File: src/hw/rtl/fldot_pkg.sv
`timescale 1ns / 1ps
`default_nettype none

package fldot_pkg;

  localparam int FMA_STAGES = 7;
  localparam int FMA_UNITS  = 5;
  localparam int PIPE_DEPTH = FMA_UNITS * FMA_STAGES + 1;

  localparam logic [31:0] EXP_MASK    = 32'h7f80_0000;
  localparam logic [31:0] ABS_MASK    = 32'h7fff_ffff;
  localparam logic [31:0] SIGN_BIT    = 32'h8000_0000;
  localparam logic [31:0] QUIET_BIT   = 32'h0040_0000;
  localparam logic [31:0] DEFAULT_NAN = 32'hffc0_0000;
  localparam logic [31:0] ONE_F       = 32'h3f80_0000;
  localparam logic [31:0] INT_INVALID = 32'h8000_0000;

  localparam logic [1:0] REG_LIGHT_X = 2'd0;
  localparam logic [1:0] REG_LIGHT_Y = 2'd1;
  localparam logic [1:0] REG_LIGHT_Z = 2'd2;
  localparam logic [1:0] REG_SCALE   = 2'd3;

  typedef logic signed [11:0] exp_t;

  typedef struct packed {
    logic [31:0] ny;
    logic [31:0] nz;
    logic        last;
  } side_t;

  function automatic logic [31:0] flush_sub(input logic [31:0] x);
    return ((x & EXP_MASK) == 32'd0) ? (x & SIGN_BIT) : x;
  endfunction

  function automatic logic is_nan(input logic [31:0] x);
    return (x & ABS_MASK) > EXP_MASK;
  endfunction

  function automatic logic is_inf(input logic [31:0] x);
    return (x & ABS_MASK) == EXP_MASK;
  endfunction

  function automatic logic is_zero(input logic [31:0] x);
    return (x & ABS_MASK) == 32'd0;
  endfunction

endpackage

`default_nettype wire

File: src/hw/rtl/fldot_fma.sv
`timescale 1ns / 1ps
`default_nettype none

module fldot_fma (
  input  logic                                clk,
  input  logic [fldot_pkg::FMA_STAGES-1:0]    en,
  input  logic [31:0]                         a,
  input  logic [31:0]                         b,
  input  logic [31:0]                         c,
  output logic [31:0]                         res
);

  function automatic logic [5:0] top_pos(input logic [63:0] x);
    logic [5:0] p;
    p = '0;
    for (int i = 0; i < 64; i++) begin
      if (x[i]) p = 6'(i);
    end
    return p;
  endfunction

  function automatic logic [23:0] mant(input logic [31:0] x);
    return (x[30:23] == 8'd0) ? {1'b0, x[22:0]} : {1'b1, x[22:0]};
  endfunction

  function automatic fldot_pkg::exp_t expo(input logic [31:0] x);
    return (x[30:23] == 8'd0) ? fldot_pkg::exp_t'(-149)
                              : fldot_pkg::exp_t'({4'b0, x[30:23]}) - fldot_pkg::exp_t'(150);
  endfunction

  // stage 1: specials, unpack, multiply
  logic        sp1, sc1, spec1;
  logic [31:0] sval1;
  logic [47:0] mp1;

  logic              s1_spec, s1_sp, s1_sc, s1_cz;
  logic [31:0]       s1_sval;
  logic [47:0]       s1_mp;
  logic [23:0]       s1_mc;
  fldot_pkg::exp_t   s1_ep, s1_ec;

  always_comb begin
    sp1   = a[31] ^ b[31];
    sc1   = c[31];
    spec1 = 1'b1;
    sval1 = '0;
    if (fldot_pkg::is_nan(a)) begin
      sval1 = a | fldot_pkg::QUIET_BIT;
    end else if (fldot_pkg::is_nan(b)) begin
      sval1 = b | fldot_pkg::QUIET_BIT;
    end else if (fldot_pkg::is_nan(c)) begin
      sval1 = c | fldot_pkg::QUIET_BIT;
    end else if ((fldot_pkg::is_inf(a) && fldot_pkg::is_zero(b)) ||
                 (fldot_pkg::is_zero(a) && fldot_pkg::is_inf(b))) begin
      sval1 = fldot_pkg::DEFAULT_NAN;
    end else if (fldot_pkg::is_inf(a) || fldot_pkg::is_inf(b)) begin
      sval1 = (fldot_pkg::is_inf(c) && (sc1 != sp1)) ? fldot_pkg::DEFAULT_NAN
                                                     : {sp1, 31'h7f80_0000};
    end else if (fldot_pkg::is_inf(c)) begin
      sval1 = c;
    end else if (fldot_pkg::is_zero(a) || fldot_pkg::is_zero(b)) begin
      sval1 = fldot_pkg::is_zero(c) ? {sp1 & sc1, 31'd0} : c;
    end else begin
      spec1 = 1'b0;
    end
  end

  assign mp1 = 48'(mant(a)) * 48'(mant(b));

  always_ff @(posedge clk) begin
    if (en[0]) begin
      s1_spec <= spec1;
      s1_sval <= sval1;
      s1_sp   <= sp1;
      s1_sc   <= sc1;
      s1_cz   <= fldot_pkg::is_zero(c);
      s1_mp   <= mp1;
      s1_ep   <= expo(a) + expo(b);
      s1_mc   <= mant(c);
      s1_ec   <= expo(c);
    end
  end

  // stage 2: normalize product and addend
  logic [5:0] lzp2, lzc2;

  logic              s2_spec, s2_sp, s2_sc, s2_cz;
  logic [31:0]       s2_sval;
  logic [61:0]       s2_x, s2_y;
  fldot_pkg::exp_t   s2_ex, s2_ey;

  assign lzp2 = 6'd61 - top_pos({16'd0, s1_mp});
  assign lzc2 = 6'd61 - top_pos({40'd0, s1_mc});

  always_ff @(posedge clk) begin
    if (en[1]) begin
      s2_spec <= s1_spec;
      s2_sval <= s1_sval;
      s2_sp   <= s1_sp;
      s2_sc   <= s1_sc;
      s2_cz   <= s1_cz;
      s2_x    <= 62'(s1_mp) << lzp2;
      s2_ex   <= s1_ep - fldot_pkg::exp_t'(lzp2);
      s2_y    <= 62'(s1_mc) << lzc2;
      s2_ey   <= s1_ec - fldot_pkg::exp_t'(lzc2);
    end
  end

  // stage 3: order and align
  logic [61:0]     bx3, ys3, sm3;
  logic            bsx3, bsy3;
  fldot_pkg::exp_t be3, d3;

  logic              s3_spec, s3_sx, s3_sy;
  logic [31:0]       s3_sval;
  logic [61:0]       s3_x, s3_y;
  fldot_pkg::exp_t   s3_e;

  always_comb begin
    bx3  = s2_x;
    be3  = s2_ex;
    bsx3 = s2_sp;
    ys3  = s2_y;
    bsy3 = s2_sc;
    d3   = s2_ex - s2_ey;
    if (s2_cz) begin
      ys3  = '0;
      bsy3 = s2_sp;
      d3   = '0;
    end else if (s2_ex < s2_ey) begin
      bx3  = s2_y;
      be3  = s2_ey;
      bsx3 = s2_sc;
      ys3  = s2_x;
      bsy3 = s2_sp;
      d3   = s2_ey - s2_ex;
    end
    if (s2_cz) begin
      sm3 = '0;
    end else if (d3 >= fldot_pkg::exp_t'(63)) begin
      sm3 = 62'd1;
    end else if (d3 > fldot_pkg::exp_t'(0)) begin
      sm3 = (ys3 >> d3[5:0]) |
            62'(|(ys3 & ((62'd1 << d3[5:0]) - 62'd1)));
    end else begin
      sm3 = ys3;
    end
  end

  always_ff @(posedge clk) begin
    if (en[2]) begin
      s3_spec <= s2_spec;
      s3_sval <= s2_sval;
      s3_x    <= bx3;
      s3_y    <= sm3;
      s3_e    <= be3;
      s3_sx   <= bsx3;
      s3_sy   <= bsy3;
    end
  end

  // stage 4: add or subtract magnitudes
  logic [62:0] r4;
  logic        sr4;

  logic              s4_spec, s4_sr;
  logic [31:0]       s4_sval;
  logic [62:0]       s4_r;
  fldot_pkg::exp_t   s4_e;

  always_comb begin
    if (s3_sx == s3_sy) begin
      r4  = {1'b0, s3_x} + {1'b0, s3_y};
      sr4 = s3_sx;
    end else if (s3_x >= s3_y) begin
      r4  = {1'b0, s3_x - s3_y};
      sr4 = s3_sx;
    end else begin
      r4  = {1'b0, s3_y - s3_x};
      sr4 = s3_sy;
    end
  end

  always_ff @(posedge clk) begin
    if (en[3]) begin
      s4_spec <= s3_spec;
      s4_sval <= s3_sval;
      s4_r    <= r4;
      s4_sr   <= sr4;
      s4_e    <= s3_e;
    end
  end

  // stage 5: find rounding position
  fldot_pkg::exp_t sh5, lo5;
  logic            zero5;

  logic              s5_spec, s5_sr;
  logic [31:0]       s5_sval;
  logic [62:0]       s5_r;
  fldot_pkg::exp_t   s5_e, s5_s;

  always_comb begin
    zero5 = (s4_r == 63'd0);
    sh5   = fldot_pkg::exp_t'(top_pos({1'b0, s4_r})) - fldot_pkg::exp_t'(23);
    lo5   = fldot_pkg::exp_t'(-149) - s4_e;
    if (sh5 < lo5) sh5 = lo5;
  end

  always_ff @(posedge clk) begin
    if (en[4]) begin
      s5_spec <= s4_spec | zero5;
      s5_sval <= s4_spec ? s4_sval : 32'd0;
      s5_sr   <= s4_sr;
      s5_r    <= s4_r;
      s5_e    <= s4_e;
      s5_s    <= sh5;
    end
  end

  // stage 6: shift and round to nearest even
  logic [24:0]     q6;
  logic [62:0]     shr6, mask6;
  logic [5:0]      sa6;
  fldot_pkg::exp_t neg6;
  logic            guard6, sticky6;

  logic              s6_spec, s6_sr;
  logic [31:0]       s6_sval;
  logic [24:0]       s6_q;
  fldot_pkg::exp_t   s6_es;

  always_comb begin
    neg6    = -s5_s;
    sa6     = s5_s[5:0];
    shr6    = s5_r >> sa6;
    mask6   = (63'd1 << (sa6 - 6'd1)) - 63'd1;
    guard6  = 1'b0;
    sticky6 = 1'b0;
    if (s5_s <= fldot_pkg::exp_t'(0)) begin
      q6 = {1'b0, s5_r[23:0] << neg6[4:0]};
    end else if (s5_s >= fldot_pkg::exp_t'(64)) begin
      q6 = '0;
    end else begin
      q6      = {1'b0, shr6[23:0]};
      guard6  = s5_r[sa6 - 6'd1];
      sticky6 = |(s5_r & mask6);
      if (guard6 && (sticky6 || q6[0])) q6 = q6 + 25'd1;
    end
  end

  always_ff @(posedge clk) begin
    if (en[5]) begin
      s6_spec <= s5_spec;
      s6_sval <= s5_sval;
      s6_sr   <= s5_sr;
      s6_q    <= q6;
      s6_es   <= s5_e + s5_s;
    end
  end

  // stage 7: renormalize and pack
  logic [24:0]     q7;
  fldot_pkg::exp_t es7, bexp7;
  logic [31:0]     pk7;

  always_comb begin
    q7  = s6_q;
    es7 = s6_es;
    if (q7[24]) begin
      q7  = q7 >> 1;
      es7 = es7 + fldot_pkg::exp_t'(1);
    end
    bexp7 = es7 + fldot_pkg::exp_t'(150);
    if (s6_q == 25'd0) begin
      pk7 = {s6_sr, 31'd0};
    end else if (!q7[23]) begin
      pk7 = {s6_sr, 8'd0, q7[22:0]};
    end else if (bexp7 >= fldot_pkg::exp_t'(255)) begin
      pk7 = {s6_sr, 31'h7f80_0000};
    end else begin
      pk7 = {s6_sr, bexp7[7:0], q7[22:0]};
    end
  end

  always_ff @(posedge clk) begin
    if (en[6]) begin
      res <= s6_spec ? s6_sval : pk7;
    end
  end

endmodule

`default_nettype wire

File: config.mk
export PLATFORM = sky130hd
export DESIGN_NAME = fldot_fma
export DESIGN_NICKNAME = d
export VERILOG_FILES = /design/src/hw/rtl/fldot_pkg.sv /design/src/hw/rtl/fldot_fma.sv
export SDC_FILE = /design/constraint.sdc
export NUM_CORES = 2
export LEC_CHECK = 0
export BUFFER_PORTS_ARGS = -buffer_cell sky130_fd_sc_hd__buf_2
export CAP_MARGIN = 20
export CORE_MARGIN = 1
export CORE_UTILIZATION = 45
export CTS_CLUSTER_SIZE = 24
export DETAILED_ROUTE_END_ITERATION = 8
export PLACE_DENSITY = 0.59
export RECOVER_POWER = 100
export SETUP_SLACK_MARGIN = 0.1
export SKIP_CTS_REPAIR_TIMING = 1
export SYNTH_ARGS = -nofsm -noshare
export SYNTH_HDL_FRONTEND = slang
export SYNTH_SLANG_ARGS = --single-unit
File: constraint.sdc
create_clock -name clk -period 23.8 [get_ports clk]
set_input_delay 4.76 -clock clk [delete_from_list [all_inputs] [get_ports clk]]
set_output_delay 4.76 -clock clk [all_outputs]
set_load 0.02 [all_outputs]
# Word-level counts from Yosys, hierarchy flattened
# Cells that the tools add are included.
# op_classes
add_sub_neg	23
multipliers	1
magnitude_cmp	12
eq_ne	5
shift	7
muxes	177
bitwise	7
reduce_logical	22
# ops
cell	n
$mux 6	129
$mux 62	6
$mux 32	10
$mux 24	7
$sub 62x62->62	2
$logic_not 32->1	3
$mux 12	8
$eq 31x31->1 const B	3
$gt 31x31->1 const B	3
$mux 31	3
$add 62x62->63	1
$and 63x63->63	1
$logic_not 63->1	1
$mux 63	1
$reduce_or 63->1	1
$shl 1x6->63 const A	1
$shr 63x6->24	1
$sub 63x1->63 const B	1
$and 62x62->62	1
$ge 62x62->1	1
$or 62x1->62	1
$reduce_or 62->1	1
$shl 1x6->62 const A	1
$shl 24x6->62	1
other kinds (41)	66
# word_totals
register_bits	820
inputBits	104
out_inout_bits	32
wordCells	299

# Logic depth before layout (Yosys ltp)
# logic_depth
word_depth	65
ltp_mapped	31
mapped_depth_nobuf	29

# Worst setup path before layout
# OpenSTA, ideal clock, no wires.
# synth_path
path_kind	input port to flip-flop
start	input port a[23]
end	register s1_mp[45], data pin
setup_time_ns	0.259
t_arrival_ns	12.069
required_time_ns	23.541
path_slack_ns	11.472
cell_stages	28
path_buffers	1
path_cell_list	nor4_1 -> nand4_1 -> clkbuf_1 -> and2_1 -> fa_1 -> fa_1 -> fa_1 -> inv_1 -> fa_1 -> fa_1 -> fa_1 -> inv_1 -> fa_1 -> ha_1 -> a21o_1 -> a21oi_1 -> o211ai_1 -> a31oi_1 -> o21ai_0 -> and3_1 -> o221ai_1 -> a21oi_1 -> a41o_1 -> or4_1 -> o311a_1 -> a21o_1 -> a21o_1 -> xor2_1
# synth_via
elab_chain_cells	3
# synth_lines
element	line_no	source
from (decl)	fldot_fma.sv:7	input logic [31:0] a,
$logic_not 8->1	fldot_fma.sv:23	return (x[30:23] == 8'd0) ? {1'b0, x[22:0]} : {1'b1, x[22:0]};
$mux 24	fldot_fma.sv:23	
$mul 24x24->48	fldot_fma.sv:68	assign mp1 = 48'(mant(a)) * 48'(mant(b));
via mp1[45]	fldot_fma.sv:34	logic [47:0] mp1;
to (signal assigned)	fldot_fma.sv:77	s1_mp <= mp1;
to (decl)	fldot_fma.sv:38	logic [47:0] s1_mp;
# The timed path passes the listed nets, and every way through them passes these cells.
# A chain may end at the register's enable or synchronous reset.

# Final worst setup path
# layout_path
start	input port a[26]
end	register s1_mp[45], data pin
# Same word-level chain as after synthesis.

==> reports/metrics.cfg <==
[sta]
maxSlewHeadroom = -1.665
rsz0062_at_grt = no
finalMaxSlewViolations = 1539
setup_violations = 0
final.min_clock_period_ns = 13.15
timing.hold.ws_ns = 0.4068
clock_skew_ns = 0.09540
tightestPinTransition_ns = 3.998
fin_tns_setup_ns = 0
finalCritPeriodShare = 0.5526
max_freq_ghz = 0.07604
hold_viol = 0

[die]
rows = 155
dieArea_um2 = 183200
start_util = 0.4552
core_um2 = 179400
fp.dieW_um = 428.0
die_y_um = 428.0
pin_count = 136

[synth]
synthCells = 8895
synth_seq_cells = 817
synth_cell_types = 110
yosysSeqAreaShare = 0.3004
syn_area_um2 = 81660
yosys.area.top_type = edfxtp_1
synthArstFlopShare = 0
syn_avg_cell_area_um2 = 9.180
synth.top_cell.area_share = 0.3004
synthFlopType = edfxtp_1
netlist_top_cells_area = edfxtp_1 30%, fa_1 12%, ha_1 6.8%
synth_warnings = 0
synth_edf_count = 817

[global_routing]
track_usage = 0.3397
grt_max_degree = 116
grt_overflow = 0
use_met1 = 0.4402
antenna_found_initial = 31
gr-usage-met3 = 0.06279
top_usage_layer = met2
grt_pass1_wl_um = 463200
grt_use_met2 = 0.5430
grt_pass1_vias = 68010

[clocking]
htree_num_levels = 3
cts_buffers = 94
root_buffer = clkbuf_16
cts.sinks = 817
cts_tree = built
clock_path_buffers = 3
clk_pin_slew_worst_paths_ns = 0.06
clkLatencyLatePin_ns = 0.77

[place]
port_buffers = 135
gp_congestion = 1.021
dp_hpwl_um = 247700

[finish]
layout_commonest_cell = nand2_1
layout_common_cells = 1095 x nand2_1, 817 x edfxtp_1, 806 x inv_1
areaGrowthSynthToFinish_pct = 7.091
num-nets-final = 9795
layout-drive-gt1-share = 0.06467

[detailed_routing]
dr.pass1.iters = 6
via_per_inst = 6.295
vias = 70470
drtAntennaViolNets = 0
drcViolationCount = 0
drtIter0Drc = 7711
routed_wl_um = 319100
wl_per_cell_um = 28.51

[setup_path]
worst_path_most_repeated_cell = fa_1
cp-start-kind = primary input
slowest_delay_ns = 0.60
endpoint_kind = flip-flop
crit_fanout = 27
cp.arrival_ns = 13.58
cp_num_buf_inv = 4
path_delay_family = adder cells
crit_required_ns = 24.23
path_class = in -> reg
critPathSlowestCell = clkbuf_1

[run]
cap_violations = 36

[status]
run_status = finished with violations
violations = capacitance limit, slew limit

[hold_path]
hold_class = reg -> reg

routing by layer:
layer,routed length (µm),part of all wire
met5,143,0.00045
met4,19480,0.061
met2,144800,0.45
met1,127700,0.40
met3,26950,0.084
final cells by class:
cell class                      instances  area (µm²)
Antenna cell                            8       20.02
Fill cell                           17000       91940
Multi-Input combinational cell       6758       52210
Clock inverter                         67       805.8
Inverter                              816        3063
Tap cell                             2355        2947
Timing Repair Buffer                  267        1479
Clock buffer                          105        2394
Sequential cell                       817       24530
worst paths after layout:
check,from,end,slack (ns),cells after the start
worst max register to register,s5_s[0],s6_q[6],12.76,13
worst min register to register,s5_sval[6],s6_sval[6],0.41,0
worst max-delay path,a[26],s1_mp[45],10.65,29
worst min-delay path,s5_sval[6],s6_sval[6],0.41,0
flip-flops by register name, indices dropped and copies added, names as in the netlist, 48 cells and up:
register / cells
s1_mp: 48
s3_y: 62
s5_r: 63
s2_y: 62
s2_x: 62
s3_x: 62
s4_r: 63
worst register-to-register path, stage by stage (launching register included):
cell      delay [ns]
edfxtp_1        0.45
clkbuf_1        2.25
clkbuf_1        2.31
mux4_1          0.64
mux4_2          0.54
mux4_2          0.65
a221o_1         0.33
nor4_1          0.47
and4_1          0.32
nand4_2         0.10
o31ai_1         1.69
nor2_1          0.32
and3_1          0.29
or3_1           0.37
kinds of logic after synthesis:
logic type,Yosys count,synth area share
AOI/OAI and AO/OA,2099,0.1631
xor gates and xnor gates,240,0.02574
adders and majority gates,937,0.1887
buffers and inverters,1354,0.06405
DFF,817,0.3004
muxes,686,0.1017
other,1,0.00004592
and+or+nand+nor,2761,0.1563
per-stage QoR:
stage	std cells	setup slack, ns	util	cell area (µm²)
2_1_floorplan	8929	11.47	-	81790
3_3_place_gp	11010	10.59	0.4708	84460
3_5_place_dp	11010	10.60	0.4708	84460
5_1_grt	11190	10.18	0.4874	87440
4_1_cts	11180	11.32	0.4887	87660
6_report	11190	10.65	0.4875	87450
cell usage after synthesis, types with 96 or more instances:
cell      number
clkbuf_1     419
mux2i_1      468
nor3_1       148
nand3_1      154
o21bai_1      96
and2_1       260
inv_1        807
fa_1         491
a21o_1       114
o21ai_0      461
mux4_2        99
a21oi_1      643
mux2_2       114
nor2_1       638
ha_1         446
edfxtp_1     817
nand2_1     1096
xnor2_1      152
a211oi_1     113
Power is not shown: default switching activity piles up to over one toggle a cycle in this logic, so the estimate is an artifact.
